$ cat src/rtl/core/ttc_pkg.sv
package ttc_pkg;

  // Field widths fixed by the interface
  localparam int unsigned DRIFT_W  = 32;
  localparam int unsigned TICK_W   = 64;
  localparam int unsigned SEC_W    = 32;
  localparam int unsigned LOAD_W   = 24;
  localparam int unsigned TPS_W    = 10;
  // Dividend of the scaled trim: drift magnitude plus half a second of ticks
  localparam int unsigned NUMER_W  = DRIFT_W + 1;

  localparam logic [LOAD_W-1:0] LOAD_MAX   = {LOAD_W{1'b1}};
  localparam logic [LOAD_W-1:0] LOAD_MIN   = LOAD_W'(1);
  localparam logic [LOAD_W-1:0] LOAD_RESET = LOAD_W'(47999);

  // Kind of trim in force, which selects the offset magnitude
  typedef enum logic [1:0] {
    TRIM_NONE,
    TRIM_UNIT,
    TRIM_SCALED
  } trim_kind_t;

  // Per-tick information carried down the pipeline
  typedef struct packed {
    logic [TICK_W-1:0] tick_count;
    logic [SEC_W-1:0]  seconds;
    logic              trim_active;
    logic              drift_taken;
    logic              trim_neg;
    trim_kind_t        kind;
  } ttc_info_t;

endpackage

$ cat src/rtl/core/ttc_div.sv
module ttc_div import ttc_pkg::*; #(
  parameter int unsigned TICKS_PER_SECOND = 1000
) (
  input  logic               clk,
  input  logic               rst,
  input  logic               in_valid,
  output logic               in_ready,
  input  ttc_info_t          in_info,
  input  logic [NUMER_W-1:0] in_numer,
  output logic               out_valid,
  input  logic               out_ready,
  output ttc_info_t          out_info,
  output logic [LOAD_W-1:0]  out_mag
);

  // floor(n / d) = (n * ceil(2^SHIFT / d)) >> SHIFT for n < 2^NUMER_W, d < 2^TPS_W
  localparam int unsigned SHIFT  = NUMER_W + TPS_W;
  localparam int unsigned LO_W   = 22;
  localparam int unsigned HI_W   = SHIFT - LO_W;
  localparam int unsigned PROD_W = NUMER_W + SHIFT;
  localparam logic [SHIFT-1:0] RECIP =
    SHIFT'(((64'd1 << SHIFT) + 64'(TICKS_PER_SECOND) - 64'd1) / 64'(TICKS_PER_SECOND));

  logic                      a_valid, b_valid;
  logic                      a_ready, b_ready;
  ttc_info_t                 a_info, b_info;
  logic [NUMER_W+LO_W-1:0]   p_lo;
  logic [NUMER_W+HI_W-1:0]   p_hi;
  logic [PROD_W-1:0]         prod;
  logic [NUMER_W-1:0]        quot;
  logic [LOAD_W-1:0]         sat_q;
  logic [LOAD_W-1:0]         mag_next;
  logic [LOAD_W-1:0]         b_mag;

  assign b_ready  = !b_valid || out_ready;
  assign a_ready  = !a_valid || b_ready;
  assign in_ready = a_ready;

  // Stage A: two partial products of the reciprocal multiply
  always_ff @(posedge clk) begin
    if (rst) begin
      a_valid <= 1'b0;
    end else if (a_ready) begin
      a_valid <= in_valid;
    end
  end

  always_ff @(posedge clk) begin
    if (a_ready && in_valid) begin
      a_info <= in_info;
      p_lo   <= in_numer * RECIP[LO_W-1:0];
      p_hi   <= in_numer * RECIP[SHIFT-1:LO_W];
    end
  end

  // Stage B: combine, take the quotient and pick the offset magnitude
  assign prod  = {p_hi, {LO_W{1'b0}}} + PROD_W'(p_lo);
  assign quot  = prod[PROD_W-1:SHIFT];
  assign sat_q = (quot > NUMER_W'(LOAD_MAX)) ? LOAD_MAX : quot[LOAD_W-1:0];

  always_comb begin
    case (a_info.kind)
      TRIM_UNIT:   mag_next = LOAD_W'(1);
      TRIM_SCALED: mag_next = sat_q;
      default:     mag_next = '0;
    endcase
  end

  always_ff @(posedge clk) begin
    if (rst) begin
      b_valid <= 1'b0;
    end else if (b_ready) begin
      b_valid <= a_valid;
    end
  end

  always_ff @(posedge clk) begin
    if (b_ready && a_valid) begin
      b_info <= a_info;
      b_mag  <= mag_next;
    end
  end

  assign out_valid = b_valid;
  assign out_info  = b_info;
  assign out_mag   = b_mag;

endmodule

$ cat config.mk
export PLATFORM = sky130hd
export DESIGN_NAME = ttc_div
export DESIGN_NICKNAME = d
export VERILOG_FILES = /design/src/rtl/core/ttc_pkg.sv /design/src/rtl/core/ttc_div.sv
export SDC_FILE = /design/constraint.sdc
export NUM_CORES = 1
export LEC_CHECK = 0
export BUFFER_PORTS_ARGS = -buffer_cell sky130_fd_sc_hd__buf_4
export CAP_MARGIN = 20
export CORE_AREA = 2 2 238 240
export CTS_CLUSTER_SIZE = 16
export DETAILED_ROUTE_END_ITERATION = 6
export DIE_AREA = 0 0 240 242
export PLACE_DENSITY = 0.71
export SLEW_MARGIN = 20
export SYNTH_ARGS = -nofsm -noshare
export SYNTH_HDL_FRONTEND = slang
export SYNTH_SLANG_ARGS = --single-unit
$ cat constraint.sdc
create_clock -name clk -period 7.15 [get_ports clk]
set_input_delay 0.715 -clock clk [delete_from_list [all_inputs] [get_ports clk]]
set_output_delay 0.715 -clock clk [all_outputs]
set_load 0.01 [all_outputs]
Word-level counts from Yosys, hierarchy flattened --
Cells that the tools add are included.
Cells by class: reductions and logical operators 6, eq/ne operators 2, $lt $le $gt $ge 1, add/sub/neg operators 1, $mul 2, muxes and demuxes 2
Operators by type and width (number):
- $add 67x53->68 | 1
- $mul 33x20->53 const B | 1
- $pmux 24 s2 | 1
- $mul 33x12->45 const B | 1
- $gt 25x24->1 const B | 1
- $mux 24 | 1
- $eq 2x1->1 const B | 1
- $eq 2x2->1 const B | 1
- $logic_and 1x1->1 | 2
- $logic_not 1->1 | 2
- $logic_or 1x1->1 | 2
Word-level totals: input bits 138, register bits 326, logic and storage cells 31

Logic depth before layout (Yosys ltp) --
Gate-level depths: netlist of run 1.
depth after elaboration 4, gate-level depth with buffers 23, mapped depth without buffers 23

Worst setup path before layout of run 1 --
Ideal clock, no wire load.
path kind input to register, start point in out_ready, end point reg b_info, in the netlist out_info[0] (enable), stages on the path 2, path slack 0.202 ns, arrival 6.323 ns, path buffers 0, data required time 6.524 ns, library setup time 0.626 ns, cell sequence nor2b_1 -> nor2b_1
On the way: longest elaborated chain between the ends 2
Ends and longest elaborated chain:
- from (decl) | line ttc_div.sv:11 | input logic out_ready,
- $logic_or 1x1->1 | line ttc_div.sv:35 | assign b_ready = !b_valid || out_ready;
- $logic_and 1x1->1 | line ttc_div.sv:78 | if (b_ready && a_valid) begin
- to (signal assigned) | line ttc_div.sv:79 | b_info <= a_info;
- to (decl) | line ttc_div.sv:26 | ttc_info_t a_info, b_info;
No other way between the ends. A chain may end at the register's enable or synchronous reset.

Final worst setup path of run 1 --
start point in in_numer[2], end point reg p_lo[48], data pin
On the way: longest elaborated chain between the ends 1
Ends and longest elaborated chain:
- from (decl) | line ttc_div.sv:9 | input logic [NUMER_W-1:0] in_numer,
- $mul 33x20->53 | line ttc_div.sv:51 | p_lo <= in_numer * RECIP[LO_W-1:0];
- to (signal assigned) | line ttc_div.sv:51
- to (decl) | line ttc_div.sv:27 | logic [NUMER_W+LO_W-1:0] p_lo;
No other way between the ends.

==> results by stage, run 1 <==
Floorplan:
- In this run the horizontal extent of the chip is between 200 and 250 um.
- Pin placement for this block handled 265 I/O pins.
- Measured along the y axis, the die boundary spans approximately 240 um.
- The area of the die is 0.0581 mm2.
- The standard-cell row count is 87.
- The core region is 0.0557 mm2.
- The initial core utilization is 49.2%.

Run status:
- The run finished with clean final reports.

Worst setup path:
- For the worst flop-to-flop path, the logic depth is 10.
- For flop-to-flop paths, the worst setup slack is 3.91 ns.
- The type of origin of the critical path is a primary input.
- The highest fanout seen on the critical path is 7.
- At the worst endpoint, the arrival time is 7.11 ns.
- The class of the most critical setup path is primary input to flip-flop.
- For the worst setup path, the data required time is 7.43 ns.
- The startpoint identified for the worst register-to-register timing path is p_lo[23].
- The worst setup path is captured at a flip-flop.
- The end of the worst register-to-register path is out_mag[20].

Timing:
- In the finished design, the share of the clock period the worst path needs comes to 95.5%.
- For the finished layout, the period the worst path requires is just under 7 ns.
- The total count of max-transition violations in the final report is 0.
- On the final layout, the worst clock skew is ~0.008 ns.
- The headroom to the max-slew limit is roughly a third.
- The number of hold violations in the final report came to 0.
- Setup violations remaining at the end of the flow were counted as 0.
- The actual transition at the worst max-transition pin is 1.01 ns.
- Setup repair after global routing left no endpoint under its margin.
- Derived from the worst setup path, the maximum achievable clock frequency is 146 MHz.
- Final hold analysis gives a worst-case slack of 0.334 ns.

GRT:
- The first global-routing pass estimated 107000 um of wire.
- Global routing used 24.1% of the available tracks.
- The total congestion overflow after global routing is 0.
- The number of antenna violations at the first check in global routing came to 2.
- The via count of the first global-routing pass came to 19687.
- Entering global routing, the biggest net connects just over 80 pins.

Drt:
- The via density per instance is ~5.3.
- After detailed routing, the average wire length per cell comes to 19.9 um.
- The detailed router placed 17948 vias in this run.
- The remaining number of nets flagged by the antenna check after routing is 0.
- The detailed router finished its first iteration with 1000 violations.
- The pre-antenna-repair detailed-routing pass consisted of 5 iterations.
- The residual DRC count is 0.
- Summed over all layers, the routed wires come to 67700 um.

CTS:
- TritonCTS built the clock tree.
- The tree is rooted in a clkbuf_16.
- Once the clock tree was built, the resizer swapped 0 gates to a different size.
- After clock tree synthesis, the clock-pin slew on the worst setup and hold paths is roughly 0.060 ns.
- The number of hold buffers added after CTS was 0.
- The clock passes through at most 3 buffers.
- The clock latency of the later-clocked register in the worst-skew pair is 0.55 ns.
- The tree built by TritonCTS fans out to ~300 sinks.
- CTS built an H-tree with a depth of 1.
- The number of setup buffers added after CTS is 0.
- Counting the buffers created by CTS gives 30.

Synthesis:
- For this run, the leading register cell type out of synthesis is edfxtp_1.
- Synthesis instantiated 66 different standard cells from the library.
- The post-synthesis cell type with the largest combined area is edfxtp_1.
- The number of enable-type register cells in the synthesized netlist is roughly 300.
- In the synthesized netlist the async set-or-reset flop fraction comes to 0%.
- The synthesized netlist occupies a cell area of 0.0274 mm2.
- Each instance of the synthesized netlist takes up on average 12.2 um2.
- The total nets after synthesis is 3162.
- In the post-synthesis netlist, the biggest area contributors are edfxtp_1, fa_1, ha_1.
- The synthesized design devotes to its leading area cell type 33.0% of total area.
- Yosys printed 0 warnings.
- Synthesis produced a netlist whose cell count is between 2000 and 2500.
- The post-synthesis register bit count is 304.
- Of the synthesized area, sequential elements account for 33.2%.

Finish:
- Fill cells in the final layout number ~4600.
- Cells with a size suffix above 1 make up 15.8% of the layout.
- In the final design database the tool counted 3535 nets.
- The count of placed standard cells in the final layout, fillers left out is 3402.
- Once layout is complete, the utilization of the core stands at 57.4%.
- Relative to the synthesized area, the layout overhead comes to 16.7%.
- The antenna cell count is 0.

Run:
- The max-cap violation count is 0.

Place:
- The global placement routability congestion is 0.960.
- Once detailed placement completed, the half-perimeter wirelength came to 58100 um.
- The number of port buffers is 264.
- The instance count after placement with tap cells included is 3348.

Worst hold path:
- The tightest min-delay check is of the primary input to flip-flop type.
- The worst hold path begins at rst.
- The path with the worst hold slack has its endpoint at out_valid.
- The cell count of the worst hold path is 2.
==> synth_stat cells, types with 10 or more instances <==
library cell	count
clkbuf_1	22
nand4_1	17
inv_1	498
edfxtp_1	302
fa_1	350
xnor2_1	42
o21a_1	11
o21bai_1	13
a21oi_1	113
nor2b_1	14
ha_1	423
a21o_1	60
nand2_1	61
a211oi_1	12
xor2_1	28
nand3_1	26
nor2_1	58
and3_1	14
o211ai_1	10
o21ai_0	42
nor3_1	20
==> worst max path at each step <==
stage	start	end	slack, ns	depth (start not counted)
3_5_place_dp	in_numer[6]	p_lo[48]	-0.20	21
4_1_cts	in_numer[12]	p_lo[48]	0.36	24
5_1_grt	in_numer[8]	p_lo[48]	0.08	22
2_1_floorplan	out_ready	out_info[0]	0.20	2
3_3_place_gp	in_numer[10]	p_lo[50]	-0.09	20
6_report	in_numer[2]	p_lo[48]	0.32	25
==> kinds of logic (layout without fill, tap and decap cells) <==
group	after synthesis	count (layout)	share of synthesized area [%]
AO/OA/AOI/OAI	335	335	8.15
AND/OR/NAND/NOR	248	248	4.47
adder cells (fa/ha/maj)	773	773	44.8
XOR/XNOR	70	70	2.23
flip-flops	304	304	33.2
buffers and inverters	521	916	7.13
==> registers in the layout, indices dropped and copies added, names as in the netlist <==
name,count
out_valid,1
p_lo,31
out_info,101
a_info,101
a_valid,1
p_hi,45
out_mag,24
==> critical path: stages <==
cell,delay [ns]
buf_4,0.15
inv_1,0.10
fa_1,0.56
inv_1,0.05
ha_1,0.19
inv_1,0.11
fa_1,0.42
fa_1,0.51
inv_1,0.07
fa_1,0.51
fa_1,0.55
inv_1,0.05
fa_1,0.51
inv_1,0.05
ha_1,0.28
and4_1,0.24
o2111ai_1,0.13
a41o_1,0.21
o21ai_1,0.27
buf_4,0.19
a41oi_1,0.21
o21ai_0,0.53
a21boi_0,0.21
o21bai_1,0.21
xor2_1,0.09
==> layout by cell type, fill, tap and decap left out, types with 10 or more instances in the layout <==
master,instances
inv_1,498
ha_1,423
buf_4,361
fa_1,350
edfxtp_1,302
a21oi_1,113
nand2_1,61
a21o_1,60
nor2_1,58
o21ai_0,42
xnor2_1,42
clkbuf_16,30
xor2_1,28
nand3_1,26
nor3_1,20
nand4_1,17
and3_1,14
nor2b_1,13
o21bai_1,13
o21a_1,11
a211oi_1,11
clkbuf_1,11
o211ai_1,10
==> stage by stage <==
stage | TNS (ns) | worst slack [ns] | cell area (um2)
detailed placement | -1.01 | -0.202 | 31100
finish | 0 | 0.323 | 32000
CTS | 0 | 0.362 | 32000
global placement | -0.337 | -0.0933 | 31100
floorplan | 0 | 0.202 | 27400
global route | 0 | 0.0773 | 32000
==> area by class of cell <==
type                            instances  area, um2  area share, %
Clock buffer                           41        792           2.47
Clock inverter                         13        136          0.426
Inverter                              498       1870           5.84
Multi-Input combinational cell       1426      16400           51.2
Sequential cell                       304       9110           28.5
Tap cell                              756        946           2.95
Timing Repair Buffer                  364       2770           8.65
==> layer usage <==
metal  wire, um  up-vias  track usage (%)
li1           -     8355                -
met5         25        -                0
met4       2700        4             8.46
met1      28100     8864             31.0
met3       4260      151             4.56
met2      32600      574             40.6
Power of run 1 is left out: the tool's default activity adds up to more than one toggle a clock period on the data nets, which glitch-free logic cannot reach.
==> inputs of run 2 (changes only) <==
--- a/config.mk
+++ b/config.mk
@@ -12,6 +12,7 @@
 export DETAILED_ROUTE_END_ITERATION = 6
 export DIE_AREA = 0 0 240 242
 export PLACE_DENSITY = 0.71
+export REMOVE_ABC_BUFFERS = 1
 export SLEW_MARGIN = 20
 export SYNTH_ARGS = -nofsm -noshare
 export SYNTH_HDL_FRONTEND = slang
==> results by stage, run 2 (same netlist as run 1, synthesis figures left out) <==
Run status:
- The flow ran to the end, and the final reports show no timing, DRC or antenna violations.

Worst setup path:
- The kind of end point of the critical path is a flip-flop.
- The arrival time of data at the critical path endpoint is about 7.1 ns.
- The startpoint of the most critical setup path is in_numer[10].
- The type of origin of the critical path is a primary input.
- The data required time of the critical path is 7.44 ns.
- Of all nets on the critical path, the largest fanout is 5.
- The class of the most critical setup path is primary input to flip-flop.
- The startpoint identified for the worst register-to-register timing path is p_lo[23].

Timing:
- Summed over all failing endpoints, the final setup total negative slack is 0 ns.
- Setup repair after global routing left no endpoint under its margin.
- The total count of max-transition violations in the final report came to 0.
- The actual transition at the worst max-transition pin is 0.882 ns.
- Setup violations remaining at the end of the flow were counted as 0.
- The number of hold violations in the final report came to 0.
- The ratio of final minimum period to clock period is roughly 96%.
- Timing would allow up to 146 MHz.
- Measured against its own limit, the worst slew margin works out to 41.2%.
- The routed design could run at a clock period as short as 6.83 ns.
- The final worst slack is 0.317 ns.
- The final worst clock skew is 0.0123 ns.

CTS:
- The number of buffers inserted during clock tree synthesis is 31.
- The number of setup buffers added after CTS is 0.
- The CTS tree is built.
- The number of hold buffers added after CTS was 0.
- The root buffer selected by CTS is clkbuf_16.
- Clock tree synthesis found a total of 304 sinks.
- The clock latency of the later-clocked register in the worst-skew pair is 0.55 ns.
- The number of levels in the clock H-tree is 1.
- The clock passes through at most 3 buffers.
- Clock-pin slew was measured on the worst setup and hold paths at 0.07 ns.
- Post-CTS repair changed the size of 0 cells.

Drt:
- The remaining number of nets flagged by the antenna check after routing is 0.
- The total routed wirelength is 67800 um.
- The via density per instance is 5.23.
- The total number of vias is roughly 18000.
- The residual DRC count is 0.
- The detailed-route wire length per cell is 19.9 um.
- After the first detailed-routing iteration, the DRC count stood at 1149.
- The number of detailed-routing iterations run before antenna repair is 5.

GRT:
- The number of antenna violations at the first check in global routing is 2.
- The global-route wire length before repair is 106000 um.
- The maximum number of pins on one net before global-route repair is between 90 and 100.
- The fraction of met1 tracks used by global routing is a little under a third.
- The via count of the first global-routing pass was 19217.
- In the global route stage, met2 resource usage came out at about two fifths.
- The most utilized layer in the global route result is met2.
- The total congestion overflow after global routing is 0.
- Global routing used 23.8% of the available tracks.
- In the global route stage, met3 resource usage came out at 3.45%.

Floorplan:
- The die covers 0.0581 mm2.
- The area of the core region is 0.0557 mm2.
- From bottom edge to top edge, the die measures 242 um.
- The die boundary width is 240 um.
- The standard-cell row count is 87.
- Pin placement for this block handled around 270 I/O pins.
- For this configuration, the core starts out at a cell density of 49.2%.

Place:
- The global placement routability congestion is between 0.9 and 1.
- Input and output buffers added on the ports amount to 264.
- OpenSTA, run right after detailed placement, puts the worst setup slack at -0.227 ns.
- The instance count after placement with tap cells included is around 3300.
- Detailed placement ended at an HPWL of 58200 um.

Finish:
- The most frequent standard cell in the layout excluding fill and tap cells is inv_1.
- The share of layout cells above drive strength 1 is 16.3%.
- After the flow finishes, the layout carries non-filler instances totaling 3407.
- At the end of the flow, the number of nets in the layout was 3535.
- The filler cell count in the final layout is ~4600.
- The signed area change from the synthesized netlist to the final layout is 17.3%.
- Leaving out fill and tap cells, the most frequent cells in the layout are inv_1, ha_1, buf_4, fa_1, edfxtp_1.

Worst hold path:
- The start point of the worst hold path is in_info[12].
- The path type of the worst min-delay path is primary input to flip-flop.

Run:
- The max-cap violation count is 0.
## run 2: layout make-up
type	instances	area, um2	area share (%)
Multi-Input combinational cell	1426	16400	50.9
Tap cell	756	946	2.94
Antenna cell	2	5.00	0.0155
Sequential cell	304	9110	28.3
Timing Repair Buffer	363	2800	8.68
Clock inverter	18	219	0.680
Inverter	498	1870	5.81
Clock buffer	40	860	2.67
## run 2: metrics by stage
step,area (um2),util [%],hold WS [ns]
after global placement,31100,55.8,0.400
after detailed placement,31100,55.8,0.405
after global routing,32200,57.8,0.313
final,32200,57.8,0.341
after floorplan,27400,-,0.400
after CTS,32200,57.7,0.305
## run 2: layer usage
| metal | vias to the layer above | share of wire [%] |
|---|---|---|
| met5 | - | 0 |
| li1 | 8368 | - |
| met4 | 0 | 3.0 |
| met2 | 464 | 50 |
| met1 | 8891 | 42 |
| met3 | 107 | 5.1 |
## run 2: critical path, stage by stage
cell and delay [ns]:
buf_4 0.15, buf_4 0.14, fa_1 0.49, fa_1 0.49
fa_1 0.47, fa_1 0.57, fa_1 0.45, fa_1 0.55
inv_1 0.05, fa_1 0.50, inv_1 0.05, ha_1 0.30
a2111oi_0 0.46, o21ai_1 0.12, o21ai_0 0.13, o21ai_1 0.14
a41o_1 0.25, a31o_2 0.28, a2111oi_4 0.36, nor2_1 0.12
o311a_1 0.34
## run 2: final timing paths
kind,slack [ns],endpoint,cells past startpoint
setup / recovery,0.32,p_lo[50],21
hold reg to reg,0.41,out_info[4],0
setup reg to reg,3.96,out_mag[22],10
hold / removal,0.34,a_info[12],1
Power of run 2 is left out for the same reason.
